[config.mk]
export PLATFORM = sky130hd
export DESIGN_NAME = md5_message_digest
export DESIGN_NICKNAME = d
export VERILOG_FILES = /design/src/sv/md5_pkg.sv /design/src/sv/md5_front.sv /design/src/sv/md5_core.sv /design/src/sv/md5_message_digest.sv
export SDC_FILE = /design/constraint.sdc
export NUM_CORES = 2
export LEC_CHECK = 0
export BUFFER_PORTS_ARGS = -buffer_cell sky130_fd_sc_hd__buf_4
export CAP_MARGIN = 20
export CORE_UTILIZATION = 50
export DETAILED_ROUTE_END_ITERATION = 7
export GPL_TIMING_DRIVEN = 0
export PLACE_DENSITY = 0.72
export SLEW_MARGIN = 5
export SYNTH_ARGS = -nofsm -noshare
export SYNTH_HDL_FRONTEND = slang
export SYNTH_SLANG_ARGS = --single-unit
export TNS_END_PERCENT = 30
[constraint.sdc]
create_clock -name clk -period 42 [get_ports clk]
set_clock_uncertainty 0.1 [all_clocks]
set_input_delay 6.3 -clock clk [delete_from_list [all_inputs] [get_ports clk]]
set_output_delay 6.3 -clock clk [all_outputs]
set_load 0.02 [all_outputs]
[src/sv/md5_pkg.sv]
`timescale 1ns / 1ps
// ----------------------------------------------------------------------------
// md5_pkg: shared types and constants
// Queue item layout, MD5 initial chaining values and per-round tables.
// ----------------------------------------------------------------------------
package md5_pkg;

  typedef struct packed {
    logic [7:0] data_byte;
    logic       byte_present;
    logic       end_of_message;
  } md5_item_t;

  localparam logic [31:0] CHAIN_A  = 32'h67452301;
  localparam logic [31:0] CHAIN_B  = 32'hefcdab89;
  localparam logic [31:0] CHAIN_C  = 32'h98badcfe;
  localparam logic [31:0] CHAIN_D  = 32'h10325476;
  localparam logic [7:0]  PAD_MARK = 8'h80;

  localparam logic [31:0] ROUND_K [64] = '{
    32'hd76aa478, 32'he8c7b756, 32'h242070db, 32'hc1bdceee,
    32'hf57c0faf, 32'h4787c62a, 32'ha8304613, 32'hfd469501,
    32'h698098d8, 32'h8b44f7af, 32'hffff5bb1, 32'h895cd7be,
    32'h6b901122, 32'hfd987193, 32'ha679438e, 32'h49b40821,
    32'hf61e2562, 32'hc040b340, 32'h265e5a51, 32'he9b6c7aa,
    32'hd62f105d, 32'h02441453, 32'hd8a1e681, 32'he7d3fbc8,
    32'h21e1cde6, 32'hc33707d6, 32'hf4d50d87, 32'h455a14ed,
    32'ha9e3e905, 32'hfcefa3f8, 32'h676f02d9, 32'h8d2a4c8a,
    32'hfffa3942, 32'h8771f681, 32'h6d9d6122, 32'hfde5380c,
    32'ha4beea44, 32'h4bdecfa9, 32'hf6bb4b60, 32'hbebfbc70,
    32'h289b7ec6, 32'heaa127fa, 32'hd4ef3085, 32'h04881d05,
    32'hd9d4d039, 32'he6db99e5, 32'h1fa27cf8, 32'hc4ac5665,
    32'hf4292244, 32'h432aff97, 32'hab9423a7, 32'hfc93a039,
    32'h655b59c3, 32'h8f0ccc92, 32'hffeff47d, 32'h85845dd1,
    32'h6fa87e4f, 32'hfe2ce6e0, 32'ha3014314, 32'h4e0811a1,
    32'hf7537e82, 32'hbd3af235, 32'h2ad7d2bb, 32'heb86d391
  };

  // rotate amount by phase and low two bits of the round
  function automatic logic [4:0] rot_amt(input logic [1:0] phase, input logic [1:0] sel);
    logic [4:0] s;
    case (phase)
      2'd0: begin
        case (sel)
          2'd0: s = 5'd7;
          2'd1: s = 5'd12;
          2'd2: s = 5'd17;
          default: s = 5'd22;
        endcase
      end
      2'd1: begin
        case (sel)
          2'd0: s = 5'd5;
          2'd1: s = 5'd9;
          2'd2: s = 5'd14;
          default: s = 5'd20;
        endcase
      end
      2'd2: begin
        case (sel)
          2'd0: s = 5'd4;
          2'd1: s = 5'd11;
          2'd2: s = 5'd16;
          default: s = 5'd23;
        endcase
      end
      default: begin
        case (sel)
          2'd0: s = 5'd6;
          2'd1: s = 5'd10;
          2'd2: s = 5'd15;
          default: s = 5'd21;
        endcase
      end
    endcase
    return s;
  endfunction

  // message word picked by a round
  function automatic logic [3:0] msg_index(input logic [5:0] r);
    logic [3:0] k;
    logic [3:0] w;
    k = r[3:0];
    case (r[5:4])
      2'd0: w = k;
      2'd1: w = 4'd1 + 4'(k * 4'd5);
      2'd2: w = 4'd5 + 4'(k * 4'd3);
      default: w = 4'(k * 4'd7);
    endcase
    return w;
  endfunction

endpackage

[src/sv/md5_front.sv]
`timescale 1ns / 1ps
// ----------------------------------------------------------------------------
// md5_front: input queue
// Accepts items, drops idle ones, and buffers the rest for the core.
// ----------------------------------------------------------------------------
module md5_front import md5_pkg::*; (
  input  logic      clk,
  input  logic      rst,
  input  md5_item_t in_item,
  input  logic      push,
  output logic      full,
  output md5_item_t q_item,
  output logic      q_valid,
  input  logic      q_take
);

  md5_item_t  mem [4];
  logic [1:0] wr_ptr;
  logic [1:0] rd_ptr;
  logic [2:0] fill;
  logic       do_push;
  logic       do_store;
  logic       do_pop;

  // items with neither a byte nor an end mark do nothing: not stored
  assign full     = fill[2];
  assign do_push  = push && !full;
  assign do_store = do_push && (in_item.byte_present || in_item.end_of_message);
  assign q_valid  = fill != 3'd0;
  assign do_pop   = q_take && q_valid;
  assign q_item   = mem[rd_ptr];

  always_ff @(posedge clk) begin
    if (do_store) begin
      mem[wr_ptr] <= in_item;
    end
  end

  // pointers and fill level
  always_ff @(posedge clk) begin
    if (rst) begin
      wr_ptr <= 2'd0;
      rd_ptr <= 2'd0;
      fill   <= 3'd0;
    end else begin
      if (do_store) wr_ptr <= wr_ptr + 2'd1;
      if (do_pop)   rd_ptr <= rd_ptr + 2'd1;
      if (do_store && !do_pop)      fill <= fill + 3'd1;
      else if (!do_store && do_pop) fill <= fill - 3'd1;
    end
  end

endmodule

[src/sv/md5_core.sv]
`timescale 1ns / 1ps
// ----------------------------------------------------------------------------
// md5_core: packing, padding and compression
// Packs bytes into the block, runs one round per cycle, emits the digest.
// ----------------------------------------------------------------------------
module md5_core import md5_pkg::*; (
  input  logic        clk,
  input  logic        rst,
  input  md5_item_t   q_item,
  input  logic        q_valid,
  output logic        q_take,
  output logic [31:0] out_word,
  output logic [1:0]  out_idx,
  output logic        out_valid,
  input  logic        out_take
);

  typedef enum logic [6:0] {
    S_LOAD  = 7'b0000001,
    S_PAD   = 7'b0000010,
    S_CLR   = 7'b0000100,
    S_ZERO  = 7'b0001000,
    S_LEN   = 7'b0010000,
    S_ROUND = 7'b0100000,
    S_EMIT  = 7'b1000000
  } state_t;

  state_t      state;
  state_t      ret_state;
  logic        adding;
  logic [31:0] chain [4];
  logic [31:0] blk [16];
  logic [31:0] byte_count;
  logic        fin_pend;
  logic [4:0]  clr_idx;
  logic [5:0]  rnd;
  logic [1:0]  emit_idx;
  logic [31:0] ra, rb, rc, rd;

  logic [5:0]  pos;
  logic [31:0] f_val;
  logic [31:0] t_sum;
  logic [63:0] t_dbl;
  logic [31:0] t_rot;
  logic [3:0]  w_idx;
  logic [4:0]  sh;

  assign pos    = byte_count[5:0];
  assign q_take = (state == S_LOAD) && !adding;

  // one round of the compression
  always_comb begin
    case (rnd[5:4])
      2'd0: f_val = (rb & rc) | (~rb & rd);
      2'd1: f_val = (rb & rd) | (rc & ~rd);
      2'd2: f_val = rb ^ rc ^ rd;
      default: f_val = rc ^ (rb | ~rd);
    endcase
    w_idx = msg_index(rnd);
    sh    = rot_amt(rnd[5:4], rnd[1:0]);
    t_sum = ra + f_val + blk[w_idx] + ROUND_K[rnd];
    t_dbl = {t_sum, t_sum} << sh;
    t_rot = t_dbl[63:32] + rb;
  end

  always_ff @(posedge clk) begin
    if (rst) begin
      state     <= S_LOAD;
      ret_state <= S_LOAD;
      adding    <= 1'b0;
      chain[0]  <= CHAIN_A;
      chain[1]  <= CHAIN_B;
      chain[2]  <= CHAIN_C;
      chain[3]  <= CHAIN_D;
      byte_count <= 32'd0;
      fin_pend  <= 1'b0;
      emit_idx  <= 2'd0;
      out_valid <= 1'b0;
    end else begin
      if (out_take) out_valid <= 1'b0;
      if (adding) begin
        // fold the working words into the chain, then resume
        adding   <= 1'b0;
        chain[0] <= chain[0] + ra;
        chain[1] <= chain[1] + rb;
        chain[2] <= chain[2] + rc;
        chain[3] <= chain[3] + rd;
        if (ret_state == S_LOAD && fin_pend) state <= S_PAD;
        else                                 state <= ret_state;
      end else begin
        case (state)
          // take one queued item
          S_LOAD: begin
            if (q_valid) begin
              if (q_item.byte_present) begin
                case (pos[1:0])
                  2'd0: blk[pos[5:2]] <= {24'd0, q_item.data_byte};
                  2'd1: blk[pos[5:2]] <= blk[pos[5:2]] | {16'd0, q_item.data_byte, 8'd0};
                  2'd2: blk[pos[5:2]] <= blk[pos[5:2]] | {8'd0, q_item.data_byte, 16'd0};
                  default: blk[pos[5:2]] <= blk[pos[5:2]] | {q_item.data_byte, 24'd0};
                endcase
                byte_count <= byte_count + 32'd1;
              end
              if (q_item.byte_present && pos == 6'd63) begin
                fin_pend  <= q_item.end_of_message;
                ret_state <= S_LOAD;
                ra <= chain[0]; rb <= chain[1]; rc <= chain[2]; rd <= chain[3];
                rnd   <= 6'd0;
                state <= S_ROUND;
              end else if (q_item.end_of_message) begin
                state <= S_PAD;
              end
            end
          end
          // end mark byte
          S_PAD: begin
            fin_pend <= 1'b0;
            case (pos[1:0])
              2'd0: blk[pos[5:2]] <= {24'd0, PAD_MARK};
              2'd1: blk[pos[5:2]] <= blk[pos[5:2]] | {16'd0, PAD_MARK, 8'd0};
              2'd2: blk[pos[5:2]] <= blk[pos[5:2]] | {8'd0, PAD_MARK, 16'd0};
              default: blk[pos[5:2]] <= blk[pos[5:2]] | {PAD_MARK, 24'd0};
            endcase
            clr_idx <= {1'b0, pos[5:2]} + 5'd1;
            state   <= S_CLR;
          end
          // clear the words after the end mark
          S_CLR: begin
            if (clr_idx[4]) begin
              if (pos >= 6'd56) begin
                ret_state <= S_ZERO;
                clr_idx   <= 5'd0;
                ra <= chain[0]; rb <= chain[1]; rc <= chain[2]; rd <= chain[3];
                rnd   <= 6'd0;
                state <= S_ROUND;
              end else begin
                state <= S_LEN;
              end
            end else begin
              blk[clr_idx[3:0]] <= 32'd0;
              clr_idx <= clr_idx + 5'd1;
            end
          end
          // zero the whole extra block
          S_ZERO: begin
            if (clr_idx[4]) begin
              state <= S_LEN;
            end else begin
              blk[clr_idx[3:0]] <= 32'd0;
              clr_idx <= clr_idx + 5'd1;
            end
          end
          // bit length and final compression
          S_LEN: begin
            blk[14]   <= {byte_count[28:0], 3'd0};
            blk[15]   <= {29'd0, byte_count[31:29]};
            ret_state <= S_EMIT;
            ra <= chain[0]; rb <= chain[1]; rc <= chain[2]; rd <= chain[3];
            rnd   <= 6'd0;
            state <= S_ROUND;
          end
          S_ROUND: begin
            ra <= rd;
            rd <= rc;
            rc <= rb;
            rb <= t_rot;
            rnd <= rnd + 6'd1;
            if (rnd == 6'd63) adding <= 1'b1;
          end
          // hand out the four digest words
          S_EMIT: begin
            if (!out_valid || out_take) begin
              out_valid <= 1'b1;
              out_word  <= chain[emit_idx];
              out_idx   <= emit_idx;
              emit_idx  <= emit_idx + 2'd1;
              if (emit_idx == 2'd3) begin
                chain[0]   <= CHAIN_A;
                chain[1]   <= CHAIN_B;
                chain[2]   <= CHAIN_C;
                chain[3]   <= CHAIN_D;
                byte_count <= 32'd0;
                state      <= S_LOAD;
              end
            end
          end
          default: state <= S_LOAD;
        endcase
      end
    end
  end

endmodule

[src/sv/md5_message_digest.sv]
`timescale 1ns / 1ps
// ----------------------------------------------------------------------------
// md5_message_digest: MD5 digest over a byte stream
// Input queue in front, compression core behind, digest words out.
// ----------------------------------------------------------------------------
// Usage:
//   Input channel: push with data_byte, byte_present, end_of_message; a
//   transfer happens when push is high and full is low. A four-entry queue
//   takes items while the core works. Items with neither flag are dropped.
//   Result channel: while empty is low, digest_word/word_index/last_word show
//   the oldest word; pop transfers it. Four words follow each end mark,
//   word A first, last_word set on word D.
//   Throughput: one byte per cycle into the queue while full is low; the core
//   drains one byte a cycle while the queue holds items, but takes none while
//   it compresses a full 64-byte block (64 rounds plus the chain add, one
//   round per cycle). Finishing runs padding, clearing and length setup,
//   one or two compressed blocks, then hands out the digest words.
//   When the receiver stalls the core holds the next word and stops; the
//   queue fills and full rises. Reset empties the queue and output and loads
//   the initial chaining values.
// ----------------------------------------------------------------------------
module md5_message_digest import md5_pkg::*; (
  input  logic        clk,
  input  logic        rst,
  input  logic [7:0]  data_byte,
  input  logic        byte_present,
  input  logic        end_of_message,
  input  logic        push,
  output logic        full,
  output logic [31:0] digest_word,
  output logic [1:0]  word_index,
  output logic        last_word,
  output logic        empty,
  input  logic        pop
);

  md5_item_t in_item;
  md5_item_t q_item;
  logic      q_valid;
  logic      q_take;
  logic      out_valid;

  assign in_item = '{data_byte: data_byte, byte_present: byte_present,
                     end_of_message: end_of_message};

  md5_front u_front (
    .clk(clk), .rst(rst), .in_item(in_item), .push(push), .full(full),
    .q_item(q_item), .q_valid(q_valid), .q_take(q_take)
  );

  md5_core u_core (
    .clk(clk), .rst(rst), .q_item(q_item), .q_valid(q_valid), .q_take(q_take),
    .out_word(digest_word), .out_idx(word_index), .out_valid(out_valid),
    .out_take(pop && out_valid)
  );

  assign empty     = !out_valid;
  assign last_word = word_index == 2'd3;

endmodule
Yosys cells after proc, flatten, opt, wreduce, memory -nomap -nowiden. Memories as Yosys holds them, arrays and structs flattened. A register that Yosys moved wholly into a read port is not among the register bits. Cells that the tools add are included.

Flip-flop bits (word level): 199. Bits in latches: 0. RAM bits: 680. Memory bits (read-only): 2048. Output and inout bits: 37. Logic and storage cells: 320. Memories: 4.

Add/subtract/negate cells: 19. Multipliers: 3. Divide/modulo/power cells: 0. Magnitude comparators: 2. Eq/ne operators: 34. Shift operators: 1. Multiplexer cells: 165. Bitwise gates (word level): 35. Reductions and logical operators: 39.

Memory list: (no name shown) (words 64, width 32, rd ports 1, clocked after memory_dff 0, write ports 0, RTL line md5_core.sv:61) `t_sum = ra + f_val + blk[w_idx] + ROUND_K[rnd];`; u_core.blk (words 16, width 32, rd ports 2, clocked after memory_dff 1, write ports 2, RTL line md5_core.sv:32) `logic [31:0] blk [16];`; u_core.chain (words 4, width 32, rd ports 5, clocked after memory_dff 1, write ports 4, RTL line md5_core.sv:31) `logic [31:0] chain [4];`; u_front.mem (words 4, width 10, rd ports 1, clocked after memory_dff 1, write ports 1, RTL line md5_front.sv:17) `md5_item_t mem [4];`.

Operator list (number): $mux 32 (40); $pmux 32 s4 (4); $add 32x32->32 (8); $and 32x32->32 (4); $or 32x32->32 (4); $pmux 32 s3 (1); $xor 32x32->32 (3); $mux 7 (13); $pmux 5 s3 (6); $mux 1 (79); $not 32->32 (2); $pmux 32 s2 (1); $reduce_or 32->1 (2); $shl 64x5->64 (1); $pmux 7 s7 (1); $add 32x1->32 const B (1); $or 32x16->32 (1); $or 32x24->32 (1); $mux 6 (5); $pmux 6 s4 (1); $pmux 7 s3 (1); $mux 4 (4); $or 1x1->1 (16); $mux 5 (3); 47 further kinds (96).

Depth between registers and ports, before layout.
Depth in word-level cells: 17. Mapped depth: 49.

Modules after synthesis. From an unflattened synthesis, not the netlist that was laid out.

Cells, all modules: 4970. Area, all modules: 57649.0 sq um.

By module, submodules not included: md5_core (times used 1, cells each 4867, area each 55727.2 sq um, sequential area each 24473.5 sq um); md5_front (times used 1, cells each 100, area each 1905.6 sq um, sequential area each 1381.3 sq um); md5_message_digest (times used 1, cells each 3, area each 16.3 sq um, sequential area each 0.0 sq um).

Worst setup path before layout. No wires, ideal clock.

Path kind: in2reg. Start point: input rst. End point: register u_core.ra[0] (enable). Library setup time: 1.338 ns. Arrival time: 27.496 ns. Required time: 40.562 ns. Setup slack: 13.066 ns. Stages: 3. Cell sequence: or2_2 > clkbuf_1 > a2111oi_0.

Word-level cells in the longest chain between the ends: 2.

RTL lines: start: declaration (RTL line md5_message_digest.sv:24) `input logic rst,`; $not 1->1 (no line); $reduce_and 7->1 (no line); end signal: assignment (RTL line md5_core.sv:107) `ra <= chain[0]; rb <= chain[1]; rc <= chain[2]; rd <= chain[3];`; end signal: assignment (RTL line md5_core.sv:133) `ra <= chain[0]; rb <= chain[1]; rc <= chain[2]; rd <= chain[3];`; end signal: assignment (RTL line md5_core.sv:158) `ra <= chain[0]; rb <= chain[1]; rc <= chain[2]; rd <= chain[3];`; end: declaration (RTL line md5_core.sv:38) `logic [31:0] ra, rb, rc, rd;`.

No other way between the ends. A chain may end at the register's enable or synchronous reset.

Final worst setup path.
Start point: register u_core.rnd[2]. End point: register u_core.rb[30], data pin.

Word-level cells in the longest chain between the ends: 9. Elaborated cells between the ends (all ways): 16.

RTL lines: start: declaration (RTL line md5_core.sv:36) `logic [5:0] rnd;`; start signal: assignment (RTL line md5_core.sv:167) `rnd <= rnd + 6'd1;`; $mul 4x2->4 / $mul 4x3->4 (equally long branches) (RTL line md5_pkg.sv:87, md5_pkg.sv:86); $add 3x4->4 / $add 1x4->4 (equally long branches) (RTL line md5_pkg.sv:87, md5_pkg.sv:86); $pmux 4 s3 (RTL line md5_pkg.sv:84) `case (r[5:4])`; $mem_v2 16x32; $add 32x32->32 (RTL line md5_core.sv:61); $add 32x32->32 (*) (RTL line md5_core.sv:61); $shl 64x5->64 (*) (RTL line md5_core.sv:62) `t_dbl = {t_sum, t_sum} << sh;`; $add 32x32->32 (*) (RTL line md5_core.sv:63) `t_rot = t_dbl[63:32] + rb;`; $pmux 32 s4 (*) (RTL line md5_core.sv:91) `case (state)`; end signal: assignment (RTL line md5_core.sv:107); end signal: assignment (RTL line md5_core.sv:133); end signal: assignment (RTL line md5_core.sv:158); end: declaration (RTL line md5_core.sv:38).

Mark *: on every way between the ends. The rest lies on a longest branch, timed or not. The select of a mux whose other input is x is not followed.

==> flow_summary_export.csv <==
group,metric,value,unit
cts,cts_setup_buffers,0,
worst_hold_path,hold_path.startpoint,"u_core.ret_state[3]$_SDFFE_PP0P_",
sta,final-hold-violation-count,0,
critical_path,worst_setup_path_start_kind,"register",
synthesis,synth_cell_type_count,88,
cts,cts_buffers,97,
synthesis,yosysWarnings,0,
synthesis,synth-xor-area-share,3.46,%
detailed_routing,drt_pass1_iterations,8,
synthesis,async_flop_share,0,%
critical_path,worstPathArrival,17.72,ns
die,rows,124,
global_route,grt_antenna_before_repair,6,
detailed_routing,wirelength,224,mm
global_route,gr-total-overflow,0,
critical_path,timing.rr.start,"u_core.rnd[2]$_SDFFCE_PN0P_",
detailed_routing,num_vias,48800,
global_route,grt_pass1_wl,319,mm
critical_path,slowest_delay,0.94,ns
die,ios,51,
global_route,grt_max_degree,31,
synthesis,synth_compound_area_share,13.6,%
synthesis,syn_area,58300,um2
critical_path,criticalPathCategory,"reg -> reg",
die,die_h,343,um
cts,htreeDepth,3,
sta,rsz0062_at_grt,"no",
placed_design,portBuffers,50,
placed_design,place_area,61600,um2
worst_hold_path,holdCritPathClass,"reg -> reg",
synthesis,synth_edf_count,757,
global_route,grt_usage,37.5,%
sta,finalSetupTns,0,ns
synthesis,synth_top_family_by_area,"multiplexers",
layout,final_net_count,5821,
placed_design,gp_congestion,1.04,
sta,whs,0.390,ns
synthesis,synth_seq_cells,913,
worst_hold_path,hold_end,"u_core.state[3]$_SDFFE_PP0P_",
sta,tightest_slew,1.38,ns
critical_path,reg2reg_depth,45,
critical_path,path_delay_family,"compound AO/OA/AOI/OAI gates",
synthesis,syn-num-nets,5585,
critical_path,end_kind,"register",
critical_path,crit_buf_inv,9,
critical_path,slowest_stage,"buf_1",
sta,clock.fmax,57.3,MHz
layout,fillerInstances,9394,
critical_path,required,42.28,ns
run,maxCapViolations,0,
cts,cts.repair.resized,0,
die,die-area,118000,um2
synthesis,synth_ff_type,"edfxtp_1",
cts,clock_sinks,913,
layout,syn_to_final_growth,11.8,%
placed_design,dp_slack,25.42,ns
critical_path,r2r_setup_slack,24.56,ns
sta,finalCritPeriodShare,41.5,%
status,status,"complete, no violations",
sta,max-slew-margin-rel,7.98,%
global_route,grt_pass1_vias,46400,
critical_path,cp_max_fo,15,
synthesis,synth_mux_area_share,15.7,%
detailed_routing,ant_nets,0,
synthesis,synthCells,5268,
detailed_routing,viasPerCell,6.88,
detailed_routing,wire_per_inst,31.5,um
worst_hold_path,hold_path_depth,2,
die,dieWidth,343,um
synthesis,ys_seq_area_share,44.4,%
die,coreArea,115000,um2
sta,finalMaxSlewViolations,0,
sta,setup_violations,0,
synthesis,synth_area_per_cell,11.1,um2
detailed_routing,drt_iter0_markers,7576,
synthesis,synthSimpleGateAreaFrac,11.1,%
synthesis,synth_adder_area_share,7.95,%
layout,drive_above_1_share,13.1,%
layout,finalInstanceArea,65100,um2
cts,clkTransAtPathRegs,0.08,ns
sta,worst_slack,24.56,ns
detailed_routing,drc,0,
critical_path,r2r-end,"u_core.rb[30]$_DFFE_PP_",
cts,cts_hold_buf,0,
die,initial_utilization,50.7,%
sta,fin_crit,17.44,ns
cts,cts_tree,"built",
placed_design,hpwl,165,mm
cts,clk_latency,0.73,ns
cts,root_buffer,"clkbuf_16",
critical_path,path_common_cell,"a21oi_1",
cts,clock_path_buffers,3,
==> placed cells by master, fill, tap and decap left out, types with 23 or more instances in the layout <==
cell       netlist  routed
fa_1            72      72
nor2b_1         47      47
clkbuf_16        0      99
o31ai_1         26      26
o21ai_0        334     333
inv_1          269     269
nand2b_1        39      39
mux2_2          23      23
nor2_1         378     363
xor2_1         116     116
nand3_1        139     139
mux2i_1        126     126
dfxtp_1        156     156
clkbuf_1       223     241
buf_4            3      73
xnor2_1        110     110
edfxtp_1       757     757
nand2_1        630     629
a31oi_1        100     100
a21o_1          96      96
and3_1          39      39
nor3_1          68      68
o21a_1          38      38
maj3_1          30      30
buf_1           71      69
or3_1           29      29
a21oi_1        317     317
a211oi_1        58      58
buf_2           13      28
and2_1          28      28
mux4_2         338     338
ha_1           231     231
o211ai_1        39      39
==> final cells by class <==
cell class / count / area (um2) / area share [%]
repair buffers: 137 / 1510 / 2.32
clock buffers: 124 / 2640 / 4.06
plain buffers: 310 / 1190 / 1.83
clock inverters: 58 / 656 / 1.01
flip-flops and latches: 913 / 25900 / 39.7
well taps: 1512 / 1890 / 2.91
diodes: 3 / 7.51 / 0.0115
inverters: 273 / 1020 / 1.57
multi-input cells: 3772 / 30300 / 46.6
==> logic make-up (layout without fill, tap and decap cells) <==
group,after synthesis,in the layout
buf+inv,583,902
xor+xnor,228,228
simple gates,1462,1462
compound gates,1261,1261
fa+ha+maj,333,333
mux,488,488
flops,913,913
other cells,0,3
==> flip-flops by register name, indices dropped and copies added (netlist names), 3 cells and up, named ones only <==
register and cells:
u_core.blk 512, u_core.ret_state 3, u_core.rd 32, u_front.mem 40
u_core.chain 128, u_core.state 7, u_core.rb 32, u_core.out_word 32
u_core.clr_idx 5, u_core.rc 32, u_front.fill 3, u_core.byte_count 32
u_core.rnd 6, u_core.ra 32
==> synthesized netlist by cell type, types with 38 or more instances <==
library cell | n | share of area [%]
a211oi_1 | 58 | 0.75
a21o_1 | 96 | 1.2
a21oi_1 | 317 | 2.7
a31oi_1 | 100 | 1.1
and3_1 | 39 | 0.42
buf_1 | 71 | 0.46
clkbuf_1 | 223 | 1.4
dfxtp_1 | 156 | 5.4
edfxtp_1 | 757 | 39
fa_1 | 72 | 2.5
ha_1 | 231 | 5.0
inv_1 | 269 | 1.7
mux2i_1 | 126 | 2.2
mux4_2 | 338 | 13
nand2_1 | 630 | 4.1
nand2b_1 | 39 | 0.42
nand3_1 | 139 | 1.2
nor2_1 | 378 | 2.4
nor2b_1 | 47 | 0.50
nor3_1 | 68 | 0.58
o211ai_1 | 39 | 0.50
o21a_1 | 38 | 0.49
o21ai_0 | 334 | 2.9
xnor2_1 | 110 | 1.7
xor2_1 | 116 | 1.7
==> metal layers <==
layer  global-route usage [%]  up-vias  wire length [um]  part of all wire, %
li1                         -    20300                 -                    -
met1                     47.6    23700             79100                   35
met2                     55.8     3891             96600                   43
met3                     10.2      886             29500                   13
met4                     26.4        0             18800                  8.4
met5                        0        -                 0                    0
==> how the worst max path moves through the flow <==
stage / start / to / cells past startpoint
6_report: u_core.rnd[2]$_SDFFCE_PN0P_ / u_core.rb[30]$_DFFE_PP_ / 45
5_1_grt: u_core.rnd[2]$_SDFFCE_PN0P_ / u_core.rb[30]$_DFFE_PP_ / 45
4_1_cts: u_core.rnd[2]$_SDFFCE_PN0P_ / u_core.rb[30]$_DFFE_PP_ / 45
3_5_place_dp: u_core.rnd[2]$_SDFFCE_PN0P_ / u_core.rb[30]$_DFFE_PP_ / 47
3_3_place_gp: rst / u_core.rb[10]$_DFFE_PP_ / 4
2_1_floorplan: rst / u_core.ra[0]$_DFFE_PP_ / 3
==> worst min-delay path: cells and delay by family, from the launching register on <==
family	cells	cell delay [ns]
and+or+nand+nor	1	0.06
DFF	1	0.32
AOI/OAI and AO/OA	1	0.06
==> metrics by stage <==
stage	utilization, %	instances
5_1_grt	56.6	7099
6_report	56.6	7102
3_5_place_dp	53.6	6900
2_1_floorplan	-	5268
3_3_place_gp	52.6	6830
4_1_cts	56.4	7082
Power is left out: the tool's default activity adds up to more than one toggle a clock period on the data nets, which glitch-free logic cannot reach.
